File: config.mk
export PLATFORM = sky130hd
export DESIGN_NAME = amd_regs
export DESIGN_NICKNAME = d
export VERILOG_FILES = /design/src/hw/rtl/amd_pkg.sv /design/src/hw/rtl/amd_regs.sv
export SDC_FILE = /design/constraint.sdc
export NUM_CORES = 1
export LEC_CHECK = 0
export BUFFER_PORTS_ARGS = -buffer_cell sky130_fd_sc_hd__buf_2
export CAP_MARGIN = 40
export CORE_ASPECT_RATIO = 0.6
export CORE_MARGIN = 4
export CORE_UTILIZATION = 35
export CTS_CLUSTER_SIZE = 20
export DETAILED_ROUTE_END_ITERATION = 8
export PLACE_DENSITY = 0.6
export SYNTH_ARGS = -nofsm -noshare
export SYNTH_HDL_FRONTEND = slang
export SYNTH_SLANG_ARGS = --single-unit
export TNS_END_PERCENT = 20
File: constraint.sdc
create_clock -name clk_i -period 3.4 [get_ports clk_i]
set_clock_uncertainty 0.1 [all_clocks]
set_input_delay 1.02 -clock clk_i [delete_from_list [all_inputs] [get_ports clk_i]]
set_output_delay 1.02 -clock clk_i [all_outputs]
set_load 0.005 [all_outputs]
File: src/hw/rtl/amd_pkg.sv
package amd_pkg;

  // loop constants, Q0.24
  localparam logic signed [24:0] KINV      = 25'sd10188013;
  localparam logic signed [18:0] C_DC_SYNC = 19'sd167772;
  localparam logic signed [18:0] C_LOCK    = 19'sd16777;
  localparam logic signed [18:0] C_DC_ENV  = 19'sd1678;

  typedef enum logic [2:0] {
    REG_MODE      = 3'd0,
    REG_FREQ_INIT = 3'd1,
    REG_FREQ_LOW  = 3'd2,
    REG_FREQ_HIGH = 3'd3,
    REG_ALPHA     = 3'd4,
    REG_BETA      = 3'd5
  } reg_idx_e;

  typedef enum logic [4:0] {
    ST_IDLE,
    ST_ROT,
    ST_MUL_RX,
    ST_SAVE_RE,
    ST_SAVE_IM,
    ST_VEC,
    ST_MUL_MAG,
    ST_MAG,
    ST_MUL_ERR,
    ST_ERR,
    ST_MUL_BETA,
    ST_FREQ,
    ST_PHASE,
    ST_LOCK,
    ST_ENV_LOCK,
    ST_DC,
    ST_SMOOTH,
    ST_OUT
  } ctrl_state_e;

  typedef enum logic [4:0] {
    OP_NONE,
    OP_LOAD_ROT,
    OP_LOAD_VEC,
    OP_ROT_ITER,
    OP_VEC_ITER,
    OP_MUL_X,
    OP_SAVE_RE,
    OP_SAVE_IM,
    OP_MAG,
    OP_MUL_ERR,
    OP_ERR,
    OP_MUL_BETA,
    OP_FREQ,
    OP_PHASE,
    OP_LOCK,
    OP_ENV_LOCK,
    OP_DC,
    OP_SMOOTH,
    OP_OUT_SYNC,
    OP_OUT_ENV
  } dp_op_e;

  typedef struct packed {
    dp_op_e      op;
    logic [4:0]  iter;
  } dp_cmd_t;

  typedef struct packed {
    logic out_full;
  } dp_sts_t;

  typedef struct packed {
    logic               mode;
    logic signed [31:0] freq_init;
    logic signed [31:0] freq_low;
    logic signed [31:0] freq_high;
    logic [23:0]        alpha;
    logic [23:0]        beta;
  } cfg_t;

  // arctan(2^-i) in turns * 2^32
  function automatic logic [31:0] atan_turn(input logic [4:0] idx);
    logic [31:0] r;
    unique case (idx)
      5'd0:    r = 32'h20000000;
      5'd1:    r = 32'h12E4051E;
      5'd2:    r = 32'h09FB385B;
      5'd3:    r = 32'h051111D4;
      5'd4:    r = 32'h028B0D43;
      5'd5:    r = 32'h0145D7E1;
      5'd6:    r = 32'h00A2F61E;
      5'd7:    r = 32'h00517C55;
      5'd8:    r = 32'h0028BE53;
      5'd9:    r = 32'h00145F2F;
      5'd10:   r = 32'h000A2F98;
      5'd11:   r = 32'h000517CC;
      5'd12:   r = 32'h00028BE6;
      5'd13:   r = 32'h000145F3;
      5'd14:   r = 32'h0000A2FA;
      5'd15:   r = 32'h0000517D;
      5'd16:   r = 32'h000028BE;
      5'd17:   r = 32'h0000145F;
      5'd18:   r = 32'h00000A30;
      5'd19:   r = 32'h00000518;
      5'd20:   r = 32'h0000028C;
      5'd21:   r = 32'h00000146;
      5'd22:   r = 32'h000000A3;
      5'd23:   r = 32'h00000051;
      default: r = 32'h00000000;
    endcase
    return r;
  endfunction

endpackage

File: src/hw/rtl/amd_regs.sv
module amd_regs import amd_pkg::*; (
  input  logic        clk_i,
  input  logic        rst_ni,
  input  logic        psel,
  input  logic        penable,
  input  logic        pwrite,
  input  logic [4:0]  paddr,
  input  logic [31:0] pwdata,
  output logic [31:0] prdata,
  output logic        pready,
  output cfg_t        cfg_o,
  output logic        freq_load_o
);

  cfg_t     cfg_q, cfg_d;
  logic     freq_load_q, freq_load_d;
  logic     wr;
  reg_idx_e idx;

  assign wr          = psel & penable & pwrite;
  assign idx         = reg_idx_e'(paddr[4:2]);
  assign pready      = 1'b1;
  assign cfg_o       = cfg_q;
  // pulses in the cycle after the write, so the new freq_init is already in cfg_q
  assign freq_load_o = freq_load_q;

  always_comb begin
    cfg_d       = cfg_q;
    freq_load_d = 1'b0;
    if (wr) begin
      case (idx)
        REG_MODE:      cfg_d.mode      = pwdata[0];
        REG_FREQ_INIT: begin
          cfg_d.freq_init = pwdata;
          freq_load_d     = 1'b1;
        end
        REG_FREQ_LOW:  cfg_d.freq_low  = pwdata;
        REG_FREQ_HIGH: cfg_d.freq_high = pwdata;
        REG_ALPHA:     cfg_d.alpha     = pwdata[23:0];
        REG_BETA:      cfg_d.beta      = pwdata[23:0];
        default:       cfg_d           = cfg_q;
      endcase
    end
  end

  always_comb begin
    case (idx)
      REG_MODE:      prdata = {31'd0, cfg_q.mode};
      REG_FREQ_INIT: prdata = cfg_q.freq_init;
      REG_FREQ_LOW:  prdata = cfg_q.freq_low;
      REG_FREQ_HIGH: prdata = cfg_q.freq_high;
      REG_ALPHA:     prdata = {8'd0, cfg_q.alpha};
      REG_BETA:      prdata = {8'd0, cfg_q.beta};
      default:       prdata = 32'd0;
    endcase
  end

  always_ff @(posedge clk_i or negedge rst_ni) begin
    if (!rst_ni) begin
      cfg_q.mode      <= 1'b0;
      cfg_q.freq_init <= 32'sd0;
      cfg_q.freq_low  <= 32'sh8000_0000;
      cfg_q.freq_high <= 32'sh7FFF_FFFF;
      cfg_q.alpha     <= 24'd0;
      cfg_q.beta      <= 24'd0;
      freq_load_q     <= 1'b0;
    end else begin
      cfg_q       <= cfg_d;
      freq_load_q <= freq_load_d;
    end
  end

endmodule

# Yosys cells after proc, flatten, opt, wreduce, memory -nomap -nowiden
# Cells that the tools add are included.
# classes
n_bitwise,2
muxes,3
n_eq_ne,5
reduce_logical,7
# op_table
operator,count
32-bit case mux with 6 select lines,1
2-bit AND reduction,6
"3-bit by 2-bit equality test with 1-bit output, second input constant",2
"3-bit equality test, second input constant",2
"3-bit by 1-bit equality test with 1-bit output, second input constant",1
3-bit logical NOT,1
1-bit bitwise AND,2
1-bit two-way mux,2
# totals
word_cells,24
reg_bits,146
in_bits,42

# Depth between registers and ports, before layout
# depth
depth_word,3
mapped_depth,6

# Worst setup path after synthesis
# Ideal clock, no wire load.
# synth_path
kind,input-to-output
startpoint,in paddr[2]
endpoint,out prdata[10]
t_required_ns,2.280
slack_ns,0.154
n_path_buf,3
path_stages,6
arrival_ns,2.126
path_cell_list,buf_4 > buf_4 > buf_2 > mux2i_1 > o2bb2ai_1 > a221o_1
# synth_via
elab_chain_len,2
word_cells_on_any_way,7
# synth_rtl
item,line_no,rtl
"start, declared",amd_regs.sv:7,"input logic [4:0] paddr,"
3-bit equality test (tied with other cells),amd_regs.sv:47,case (idx)
32-bit case mux with 6 select lines *,amd_regs.sv:47,
"end, declared",amd_regs.sv:9,"output logic [31:0] prdata,"
# Every way passes the cells marked *; elsewhere a longest branch is shown, timed or not.

# Final worst setup path
# layout_path
startpoint,in paddr[4]
endpoint,out prdata[10]
# Same word-level chain as after synthesis.

==> results by group <==
Final layout
  – Post-route cell area: 0.00868 mm²
  – Layout cells sized above 1: 68.1%
  – Antenna Cells: 0
  – Commonest non-fill, non-tap cell in the layout: buf_2
  – Nets@finish: 715
  – Most frequent cells in the layout: buf_2, mux2_2, dfrtp_1, dfstp_2, mux2i_1
  – Final instance count without filler cells: 926
  – Synth-to-Final Area Change: 32.3%

Power
  – Switching Fraction: 27.5%
  – Combinational power share: 20.2%
  – Worst vdd ir: 0.404 mV
  – Flop pwr share: 44.3%
  – Clock Power Share: 35.5%
  – LEAKAGE: 0.00428 µW
  – Power density cells: 631 mW/mm²
  – Internal power: 3970 µW
  – Net switching power figure: 1510 µW

Floorplanning
  – Cell Rows: 38
  – Top Ports: 221
  – Starting Density: 36.0%
  – CORE AREA: 0.0182 mm²
  – Die width: 185 µm
  – Die area: 0.0211 mm²
  – Die Height: 114 µm

Placed design
  – Number of buffers added on ports: 217
  – GP Congestion: 0.812
  – Area post-placement: 0.00806 mm²
  – Inst Count DP: 894
  – Place WS: -0.0284 ns
  – HPWL Detailed: 14400 µm

Timing
  – Worst setup slack after layout: 0.0979 ns
  – Relative slew slack: 59.6%
  – Worst-Margin Slew: 0.605 ns
  – Minimum clock period: 3.30 ns
  – Final Slew Violations: 0
  – Fmax: 0.303 GHz
  – Setup tns final: 0 ns
  – Final Setup Violations: 0
  – Final-report hold violation count: 0
  – RSZ-0062 raised after global routing: no
  – Part of the cycle the worst path needs: 97.1%

Global routing
  – Remaining global-route overflow: 0
  – First-pass GRT wire length: 30900 µm
  – GR met3 Demand/Resource: 5.93%
  – Met1 Use GR: 26.8%
  – Gr busiest metal: met2
  – Largest net degree at the start of global routing: 68
  – All-Layer GR Usage: 19.2%
  – GR Util met2: 29.3%
  – Vias in the first global route: 5232
  – Initial antenna violation count: 0

Routing
  – DRC: 0
  – DR vias/cell: 5.21
  – DR vias: 4822
  – Antenna Nets Post-Route: 0
  – Post-Route WL: 20000 µm
  – DR WL/cell: 21.6 µm
  – First-pass DRT Iterations: 4
  – First-iteration detailed-routing DRC count: 258

Run status
  – Status: finished, final reports clean

Logic synthesis
  – Synth area leaders: dfrtp_1, mux2_2, dfstp_2, mux2i_1, a221o_1
  – Synthesized flop and latch total: 146
  – Cell count after synthesis: 442
  – Register area share after synthesis: 56.3%
  – Mapped Nets: 484
  – Ys Warns: 0
  – Synth cell types: 32
  – Syn Std Cell Area: 0.00656 mm²
  – Synth area leader: dfrtp_1
  – Synth top area share: 43.5%
  – Mean Syn Cell Area: 14.8 µm²

Critical path
  – Worst setup EP type: output pin
  – RR Startpoint: cfg_o[44]$_DFFE_PN0P_
  – Critical Path AT: 2.18 ns
  – Crit path max fanout: 10
  – Reg2Reg Depth: 1
  – FF-to-FF End: cfg_o[44]$_DFFE_PN0P_
  – Critical path data required time: 2.28 ns
  – Type of origin of the critical path: input port
  – Reg2Reg Setup Slack: 2.47 ns
  – WS Path Type: input port to output pin

Clock tree
  – Root Buffer: clkbuf_16
  – Post-CTS setup buffers: 0
  – CTS H-Tree Depth: 4
  – Clock Tree Buf Depth: 2
  – CTS sink count: 146
  – Worst-skew pair later-pin latency: 0.41 ns
  – CTS Buf Count: 17
  – CTS clk-pin slew, worst paths: 0.06 ns
  – CTS tree: yes

Worst hold path
  – Worst Hold End: cfg_o[30]$_DFFE_PN0P_
  – Hold WC Path Type: flop to flop
  – Hold Path Cell Cnt: 1
  – Worst Min Path Start: cfg_o[30]$_DFFE_PN0P_

Job
  – Max Cap Viol: 0
[what timing repair did]
item,in CTS,in global routing
hold buffers,0,0
setup endpoints to repair,1,0
gates resized for setup,1,0
[Yosys cell counts (all sizes together)]
cell type  number
o21a            1
nand2b          2
clkbuf          7
dfrtp         114
a211o           1
o221ai          1
conb            1
a221o          22
and3b           2
nor3            2
a21oi           2
buf            26
o21ai           1
nor3b           2
mux2i          25
nand4b          1
nor2b           1
o2bb2ai        22
nand2           2
mux2          153
nand4           1
dfstp          32
nor2           12
a22oi           8
nand3           1
[sequential cells by signal (all words and copies together), names as in the netlist]
name	count
freq_load_o	1
cfg_o	145
[area by class of cell]
class,instances,area (µm²)
clock buffers,21,460
clock inverters,11,153
fillers,1642,9530
multi-input cells,263,2690
flip-flops and latches,146,3690
well taps,240,300
repair buffers,245,1380
[power by group through the flow]
stage,registers [µW],clock network [µW],logic (µW)
after global placement,2420,0,1100
after global routing,2480,2080,1220
final,2430,1940,1110
after CTS,2420,1990,1130
after detailed placement,2450,0,1130
after floorplan,2410,0,486
[worst max-delay path, stage by stage]
cell and delay, ns:
buf_2 0.19, and3b_1 0.24, buf_4 0.21, a221o_1 0.37
buf_2 0.14
[metal layers]
layer	share of wire, %	vias up
met2	45	157
met3	7.5	19
li1	-	2122
met4	1.0	0
met5	0	-
met1	47	2524
[per-stage QoR]
stage / total power, µW / hold WS (ns) / util [%]
2_1_floorplan: 2900 / 0.406 / -
3_3_place_gp: 3520 / 0.397 / 44.3
3_5_place_dp: 3580 / 0.418 / 44.3
4_1_cts: 5540 / 0.432 / 47.7
5_1_grt: 5770 / 0.442 / 47.7
6_report: 5470 / 0.431 / 47.7
[cell families (layout without fill, tap and decap cells)]
| kind of cell | count (synthesis) | after routing | share of synthesized area (%) |
|---|---|---|---|
| other | 1 | 1 | 0.0572 |
| AND/OR/NAND/NOR | 26 | 26 | 2.60 |
| AO/OA/AOI/OAI | 58 | 58 | 7.82 |
| multiplexers | 178 | 178 | 30.1 |
| flip-flops | 146 | 146 | 56.3 |
| buffers and inverters | 33 | 277 | 3.11 |
[worst max path at each step]
stage / startpoint / endpoint / slack (ns) / cells after the start
2_1_floorplan: paddr[2] / prdata[10] / 0.15 / 6
3_3_place_gp: paddr[2] / prdata[6] / 0.01 / 6
3_5_place_dp: paddr[2] / prdata[20] / -0.03 / 6
4_1_cts: paddr[2] / prdata[20] / 0.09 / 6
5_1_grt: paddr[2] / prdata[20] / 0.04 / 6
6_report: paddr[4] / prdata[10] / 0.1 / 5
(Power assumes the default switching activity.)
