==> src/hw/rtl/amd_pkg.sv <==
package amd_pkg;

  // loop constants, Q0.24
  localparam logic signed [24:0] KINV      = 25'sd10188013;
  localparam logic signed [18:0] C_DC_SYNC = 19'sd167772;
  localparam logic signed [18:0] C_LOCK    = 19'sd16777;
  localparam logic signed [18:0] C_DC_ENV  = 19'sd1678;

  typedef enum logic [2:0] {
    REG_MODE      = 3'd0,
    REG_FREQ_INIT = 3'd1,
    REG_FREQ_LOW  = 3'd2,
    REG_FREQ_HIGH = 3'd3,
    REG_ALPHA     = 3'd4,
    REG_BETA      = 3'd5
  } reg_idx_e;

  typedef enum logic [4:0] {
    ST_IDLE,
    ST_ROT,
    ST_MUL_RX,
    ST_SAVE_RE,
    ST_SAVE_IM,
    ST_VEC,
    ST_MUL_MAG,
    ST_MAG,
    ST_MUL_ERR,
    ST_ERR,
    ST_MUL_BETA,
    ST_FREQ,
    ST_PHASE,
    ST_LOCK,
    ST_ENV_LOCK,
    ST_DC,
    ST_SMOOTH,
    ST_OUT
  } ctrl_state_e;

  typedef enum logic [4:0] {
    OP_NONE,
    OP_LOAD_ROT,
    OP_LOAD_VEC,
    OP_ROT_ITER,
    OP_VEC_ITER,
    OP_MUL_X,
    OP_SAVE_RE,
    OP_SAVE_IM,
    OP_MAG,
    OP_MUL_ERR,
    OP_ERR,
    OP_MUL_BETA,
    OP_FREQ,
    OP_PHASE,
    OP_LOCK,
    OP_ENV_LOCK,
    OP_DC,
    OP_SMOOTH,
    OP_OUT_SYNC,
    OP_OUT_ENV
  } dp_op_e;

  typedef struct packed {
    dp_op_e      op;
    logic [4:0]  iter;
  } dp_cmd_t;

  typedef struct packed {
    logic out_full;
  } dp_sts_t;

  typedef struct packed {
    logic               mode;
    logic signed [31:0] freq_init;
    logic signed [31:0] freq_low;
    logic signed [31:0] freq_high;
    logic [23:0]        alpha;
    logic [23:0]        beta;
  } cfg_t;

  // arctan(2^-i) in turns * 2^32
  function automatic logic [31:0] atan_turn(input logic [4:0] idx);
    logic [31:0] r;
    unique case (idx)
      5'd0:    r = 32'h20000000;
      5'd1:    r = 32'h12E4051E;
      5'd2:    r = 32'h09FB385B;
      5'd3:    r = 32'h051111D4;
      5'd4:    r = 32'h028B0D43;
      5'd5:    r = 32'h0145D7E1;
      5'd6:    r = 32'h00A2F61E;
      5'd7:    r = 32'h00517C55;
      5'd8:    r = 32'h0028BE53;
      5'd9:    r = 32'h00145F2F;
      5'd10:   r = 32'h000A2F98;
      5'd11:   r = 32'h000517CC;
      5'd12:   r = 32'h00028BE6;
      5'd13:   r = 32'h000145F3;
      5'd14:   r = 32'h0000A2FA;
      5'd15:   r = 32'h0000517D;
      5'd16:   r = 32'h000028BE;
      5'd17:   r = 32'h0000145F;
      5'd18:   r = 32'h00000A30;
      5'd19:   r = 32'h00000518;
      5'd20:   r = 32'h0000028C;
      5'd21:   r = 32'h00000146;
      5'd22:   r = 32'h000000A3;
      5'd23:   r = 32'h00000051;
      default: r = 32'h00000000;
    endcase
    return r;
  endfunction

endpackage

==> src/hw/rtl/amd_ctrl.sv <==
module amd_ctrl import amd_pkg::*; #(
  parameter int CORDIC_STAGES = 16
) (
  input  logic    clk_i,
  input  logic    rst_ni,
  input  logic    mode_i,
  input  logic    in_valid_i,
  output logic    in_ready_o,
  input  dp_sts_t sts_i,
  output dp_cmd_t cmd_o
);

  localparam int ITW = (CORDIC_STAGES > 1) ? $clog2(CORDIC_STAGES) : 1;
  localparam logic [ITW-1:0] LAST = ITW'(CORDIC_STAGES - 1);

  ctrl_state_e state_q, state_d;
  logic [ITW-1:0] it_q, it_d;

  always_ff @(posedge clk_i or negedge rst_ni) begin
    if (!rst_ni) begin
      state_q <= ST_IDLE;
      it_q    <= '0;
    end else begin
      state_q <= state_d;
      it_q    <= it_d;
    end
  end

  always_comb begin
    state_d    = state_q;
    it_d       = it_q;
    in_ready_o = 1'b0;
    cmd_o.op   = OP_NONE;
    cmd_o.iter = 5'(it_q);
    unique case (state_q)
      ST_IDLE: begin
        in_ready_o = 1'b1;
        it_d       = '0;
        if (in_valid_i) begin
          cmd_o.op = mode_i ? OP_LOAD_VEC : OP_LOAD_ROT;
          state_d  = mode_i ? ST_VEC : ST_ROT;
        end
      end
      ST_ROT: begin
        cmd_o.op = OP_ROT_ITER;
        if (it_q == LAST) begin
          it_d    = '0;
          state_d = ST_MUL_RX;
        end else begin
          it_d = it_q + 1'b1;
        end
      end
      ST_MUL_RX: begin
        cmd_o.op = OP_MUL_X;
        state_d  = ST_SAVE_RE;
      end
      ST_SAVE_RE: begin
        cmd_o.op = OP_SAVE_RE;
        state_d  = ST_SAVE_IM;
      end
      ST_SAVE_IM: begin
        cmd_o.op = OP_SAVE_IM;
        state_d  = ST_VEC;
      end
      ST_VEC: begin
        cmd_o.op = OP_VEC_ITER;
        if (it_q == LAST) begin
          it_d    = '0;
          state_d = ST_MUL_MAG;
        end else begin
          it_d = it_q + 1'b1;
        end
      end
      ST_MUL_MAG: begin
        cmd_o.op = OP_MUL_X;
        state_d  = ST_MAG;
      end
      ST_MAG: begin
        cmd_o.op = OP_MAG;
        state_d  = mode_i ? ST_ENV_LOCK : ST_MUL_ERR;
      end
      ST_MUL_ERR: begin
        cmd_o.op = OP_MUL_ERR;
        state_d  = ST_ERR;
      end
      ST_ERR: begin
        cmd_o.op = OP_ERR;
        state_d  = ST_MUL_BETA;
      end
      ST_MUL_BETA: begin
        cmd_o.op = OP_MUL_BETA;
        state_d  = ST_FREQ;
      end
      ST_FREQ: begin
        cmd_o.op = OP_FREQ;
        state_d  = ST_PHASE;
      end
      ST_PHASE: begin
        cmd_o.op = OP_PHASE;
        state_d  = ST_LOCK;
      end
      ST_LOCK: begin
        cmd_o.op = OP_LOCK;
        state_d  = ST_DC;
      end
      ST_ENV_LOCK: begin
        cmd_o.op = OP_ENV_LOCK;
        state_d  = ST_DC;
      end
      ST_DC: begin
        cmd_o.op = OP_DC;
        state_d  = mode_i ? ST_SMOOTH : ST_OUT;
      end
      ST_SMOOTH: begin
        cmd_o.op = OP_SMOOTH;
        state_d  = ST_OUT;
      end
      ST_OUT: begin
        if (!sts_i.out_full) begin
          cmd_o.op = mode_i ? OP_OUT_ENV : OP_OUT_SYNC;
          state_d  = ST_IDLE;
        end
      end
      default: state_d = ST_IDLE;
    endcase
  end

endmodule

==> config.mk <==
export PLATFORM = sky130hd
export DESIGN_NAME = amd_ctrl
export DESIGN_NICKNAME = d
export VERILOG_FILES = /design/src/hw/rtl/amd_pkg.sv /design/src/hw/rtl/amd_ctrl.sv
export SDC_FILE = /design/constraint.sdc
export NUM_CORES = 1
export LEC_CHECK = 0
export BUFFER_PORTS_ARGS = -buffer_cell sky130_fd_sc_hd__buf_2
export CAP_MARGIN = 10
export CORE_MARGIN = 2
export CORE_UTILIZATION = 42
export CTS_BUF_LIST = sky130_fd_sc_hd__clkbuf_2
export DETAILED_ROUTE_END_ITERATION = 8
export PLACE_DENSITY = 0.7
export SETUP_SLACK_MARGIN = 0.4
export SLEW_MARGIN = 0
export SYNTH_ARGS = -nofsm -noshare
export SYNTH_HDL_FRONTEND = slang
export SYNTH_SLANG_ARGS = --single-unit
export TNS_END_PERCENT = 30
==> constraint.sdc <==
create_clock -name clk_i -period 1.55 [get_ports clk_i]
set_input_delay 0 -clock clk_i [delete_from_list [all_inputs] [get_ports clk_i]]
set_output_delay 0 -clock clk_i [all_outputs]
set_load 0.005 [all_outputs]
# Word level (Yosys, flattened, before mapping)
# Cells that the tools add are included.
op_classes:
  n_reduce_logical: 6
  n_mux: 16
  n_eq_ne: 22
  add_sub_neg: 1
op_table:
  columns: ["op", "count"]
  rows:
  - ["$pmux W5 S17", 2]
  - ["$eq A5 B4 Y1 const B", 8]
  - ["$mux W5", 5]
  - ["$eq A5 B3 Y1 const B", 4]
  - ["$eq A5 B2 Y1 const B", 2]
  - ["$eq A5 B5 Y1 const B", 2]
  - ["$ne A2 B2 Y1 const B", 4]
  - ["$pmux W4 S2", 1]
  - ["$mux W3", 2]
  - ["$reduce_or A2 Y1", 3]
  - ["$eq A5 B1 Y1 const B", 1]
  - ["$logic_not A5 Y1", 1]
  - ["$add A4 B1 Y4 const B", 1]
  - ["$eq A4 B4 Y1 const B", 1]
  - ["$mux W2", 2]
  - ["$mux W4", 1]
  - ["$reduce_and A4 Y1", 1]
  - ["$mux W1", 3]
  - ["$reduce_bool A2 Y1", 1]
totals:
  reg_bits: 9
  output_inout_bits: 11
  inputBits: 5
  elab_cells: 47

# Longest topological paths before layout
logic_depth:
  word_depth: 3
  mapped_depth: 4
  mapped_depth_nobuf: 4

# Least setup slack after synthesis
# Ideal clock, no wire load.
synth_timing:
  kind: "register to register"
  from: "register state_q[1]"
  to: "register it_q[2]"
  stages_incl_launch_ff: 4
  path_buffers: 0
  arrival_time_ns: 1.330
  setup_time_ns: 0.104
  slack_ns: 0.117
  period_less_slack_ns: 1.433
  required_time_ns: 1.446
  path_cell_list: "dfrtp_1 -> or4b_4 -> or3_1 -> o311ai_1"
synth_between:
  elab_chain_len: 3
  elab_cells_between_ends: 6
  classes_between: "eq/ne (2); mux (1); reduce/logical (3)"
synth_rtl:
  columns: ["item", "line_no", "source"]
  rows:
  - ["start, declared", "amd_ctrl.sv:16", "ctrl_state_e state_q, state_d;"]
  - ["start signal, assigned", "amd_ctrl.sv:24", "state_q <= state_d;"]
  - ["$eq A5 B3 Y1 / $eq A5 B1 Y1 (equally long branches)", "amd_ctrl.sv:35", "unique case (state_q)"]
  - ["$reduce_or A2 Y1 (no line)", null, null]
  - ["$pmux W4 S2 / $reduce_bool A2 Y1 (equally long branches)", null, null]
  - ["end signal, assigned", "amd_ctrl.sv:25", "it_q <= it_d;"]
  - ["end, declared", "amd_ctrl.sv:17", "logic [ITW-1:0] it_q, it_d;"]
# Parallel ways exist; a longest one is shown, timed or not.
# A chain may end at the register's enable or synchronous reset.

# Final worst setup path
layout_timing:
  from: "register state_q[3]"
  to: "register it_q[2]"
# The elaborated chain is that of the path after synthesis.

==> impl_metrics.yaml <==
floorplan:
  die-area_sq_um: 2020
  coreArea_sq_um: 1540
  die_w_um: 44.9
  start_util_pct: 45.6
  io_pins: 16
  die_y_um: 44.9
  rows: 14
setup_path:
  critPathCaptureType: "register"
  cp_slowest_cell: "or4b_4"
  critPathTopFamily: "simple AND/OR/NAND/NOR gates"
  cp_max_fo: 6
  path_class: "reg -> reg"
  cpPeakStageDelay_ns: 0.50
  worst_ep_required_time_ns: 1.70
  worst_setup_path_start_kind: "register"
  worstPathArrival_ns: 1.73
  crit_chain: "buf_4, or4b_4, or3_1, o311ai_1"
  cp.buffers_inverters: 1
timing:
  fin_worst_skew_ns: 0.00401
  maxSlewViolCount: 0
  setup_viol: 1
  period_share_pct: 102
  final.min_clock_period_ns: 1.58
  rsz0062_at_grt: "yes"
  hold_viol: 0
  worst_slack_ns: -0.0349
  max_freq_mhz: 631
pwr:
  combPwrFrac_pct: 72.6
  clock_power_share_pct: 6.9
  swShare_pct: 42.6
  seqPwrFrac_pct: 20.5
  p_int_uw: 1240
  p_per_area_nw_per_um2: 2100
  leakage_uw: 0.000468
  power.switching_uw: 923
  ir_drop_uv: 1190
  fin_total_pwr_uw: 2170
cts:
  clockBufferDepth: 2
  cts_sinks: 9
  clk-insertion-delay-late_ns: 0.24
  tritoncts: "done"
  htree_levels: 1
  cts_buffers: 3
  root_buffer: "clkbuf_2"
  clk_pin_slew_worst_paths_ns: 0.09
outcome:
  violations: "setup timing"
  status: "finished, violations left"
synth:
  synthSimpleGateAreaFrac_pct: 32.7
  synth-xor-area-share_pct: 1.25
  synth_seq_area_share_pct: 32.0
  synth-seq-cells: 9
  synth_most_common_cell: "dfrtp_1"
  syn-num-nets: 93
  synth_flop_cell: "dfrtp_1"
  synth_cells: 87
  synthTopCellsByArea: "dfrtp_1 32%, nand2b_1 4.4%, o211ai_1 4.3%, a21oi_1 3.6%, nor2b_1 3.6%"
  synth.area.mux_share_pct: 1.60
  synth_edf_count: 0
  syn_area_sq_um: 703
  synth_top_area_share_pct: 32.0
  synth_top_family_by_area: "simple AND/OR/NAND/NOR gates"
  ys_top_cells_by_count: "9 x dfrtp_1, 6 x clkbuf_1, 6 x nand2_1"
  yosys.area.top_type: "dfrtp_1"
  synth_warnings: 0
  synthArstFlopShare_pct: 100
  yosysUniqueCellTypes: 39
  synthAdderAreaFrac_pct: 1.78
  synth-compound-area-share_pct: 23.7
  postSynthAreaPerCell_sq_um: 8.08
global_route:
  grt_pass1_wl_um: 3310
  track_usage_pct: 23.3
  antenna_found_initial: 0
  grt_max_degree: 15
  grt_overflow_total: 0
  grt_pass1_vias: 716
place:
  place_hpwl_um: 1260
  place_congestion: 0.819
  portBuffers: 14
  dp.cells: 115
  postPlaceCellArea_sq_um: 810
  place_ws_ns: 0.0721
routing:
  dr.pass1.iters: 5
  wire_per_inst_um: 14.5
  vias: 783
  wirelength_um: 1910
  drc: 0
  ant_nets: 0
  via_per_inst: 5.93
  drtIter0Drc: 7
layout:
  drive_above_1_share_pct: 47.4
  fin_cells: 132
  fin_nets: 123
  post-route-util_pct: 66.8
  area_delta_synth_final_pct: 46.4
  final_area_sq_um: 1030
  diodes: 0
worst_hold_path:
  hold_class: "in -> reg"
job:
  maxCapViolCount: 0
## path summary, 6_finish.rpt
check / slack, ns / start / endpoint / depth (start not counted)
hold / removal: 0.10 / sts_i / state_q[0] / 3
setup / recovery: -0.03 / state_q[3] / it_q[2] / 4
hold reg to reg: 0.52 / it_q[0] / it_q[0] / 1
min in group asynchronous: 0.13 / rst_ni / it_q[3] / 2
setup reg to reg: -0.03 / state_q[3] / it_q[2] / 4
max in group asynchronous: 1.22 / rst_ni / state_q[3] / 2
## worst register-to-register path, stage by stage, from the launching register on
cell	delay [ns]
dfrtp_2	0.45
buf_4	0.15
or4b_4	0.50
or3_1	0.32
o311ai_1	0.07
## sequential cells by signal (all words and copies together) (netlist names)
signal / cells
it_q: 4
state_q: 5
## power by group through the flow
stage	Combinational (uW)	Clock, uW	Sequential [uW]
after floorplan	776	0	425
after global placement	1080	0	443
after detailed placement	1090	0	451
after CTS	1450	155	434
after global routing	1710	174	458
final	1570	148	444
## placed cells by master (no fill, tap or decap), types with 3 or more instances in the layout
cell       n
a21oi_1    3
buf_2     14
buf_4     11
buf_6      7
clkbuf_2   4
dfrtp_1    7
inv_1      3
nand2_1    6
nand2b_1   5
nand3_1    3
nor2_1     3
nor2b_1    3
o211ai_1   4
o21ai_0    4
## layout make-up
cell class,instances,area (sq um)
tap,16,20.0
clock buffer,4,20.0
timing repair buffer,33,241
sequential,9,228
fill,121,512
multi-input combinational,67,509
inverter,3,11.3
## what timing repair did
action                                  CTS  global route
pin swaps                                14             3
buffers inserted                          9             3
endpoints found under the hold margin     9             0
cloned                                    0             0
gates resized for setup                  17             8
hold buffers                              1             0
endpoints found under the setup margin   15            15
## metrics by stage
| step | TNS (ns) | hold slack [ns] |
|---|---|---|
| 2_1_floorplan | 0 | -0.296 |
| 3_3_place_gp | 0 | -0.134 |
| 3_5_place_dp | 0 | -0.137 |
| 4_1_cts | -0.0493 | 0.0832 |
| 5_1_grt | -0.338 | 0.0630 |
| 6_report | -0.0349 | 0.102 |
## per-layer routing
layer  track usage, %  share of wire (%)
met5                0                  0
met4             13.5                2.9
met3             5.20                4.2
met2             35.4                 47
met1             30.4                 45
## logic make-up after synthesis
logic type,count (synthesis)
other,1
flip-flops,9
multiplexers,1
XOR/XNOR,1
adder cells (fa/ha/maj),1
AND/OR/NAND/NOR,38
buffers and inverters,11
AO/OA/AOI/OAI,25
Note: power is estimated with default switching activity, not from simulation.
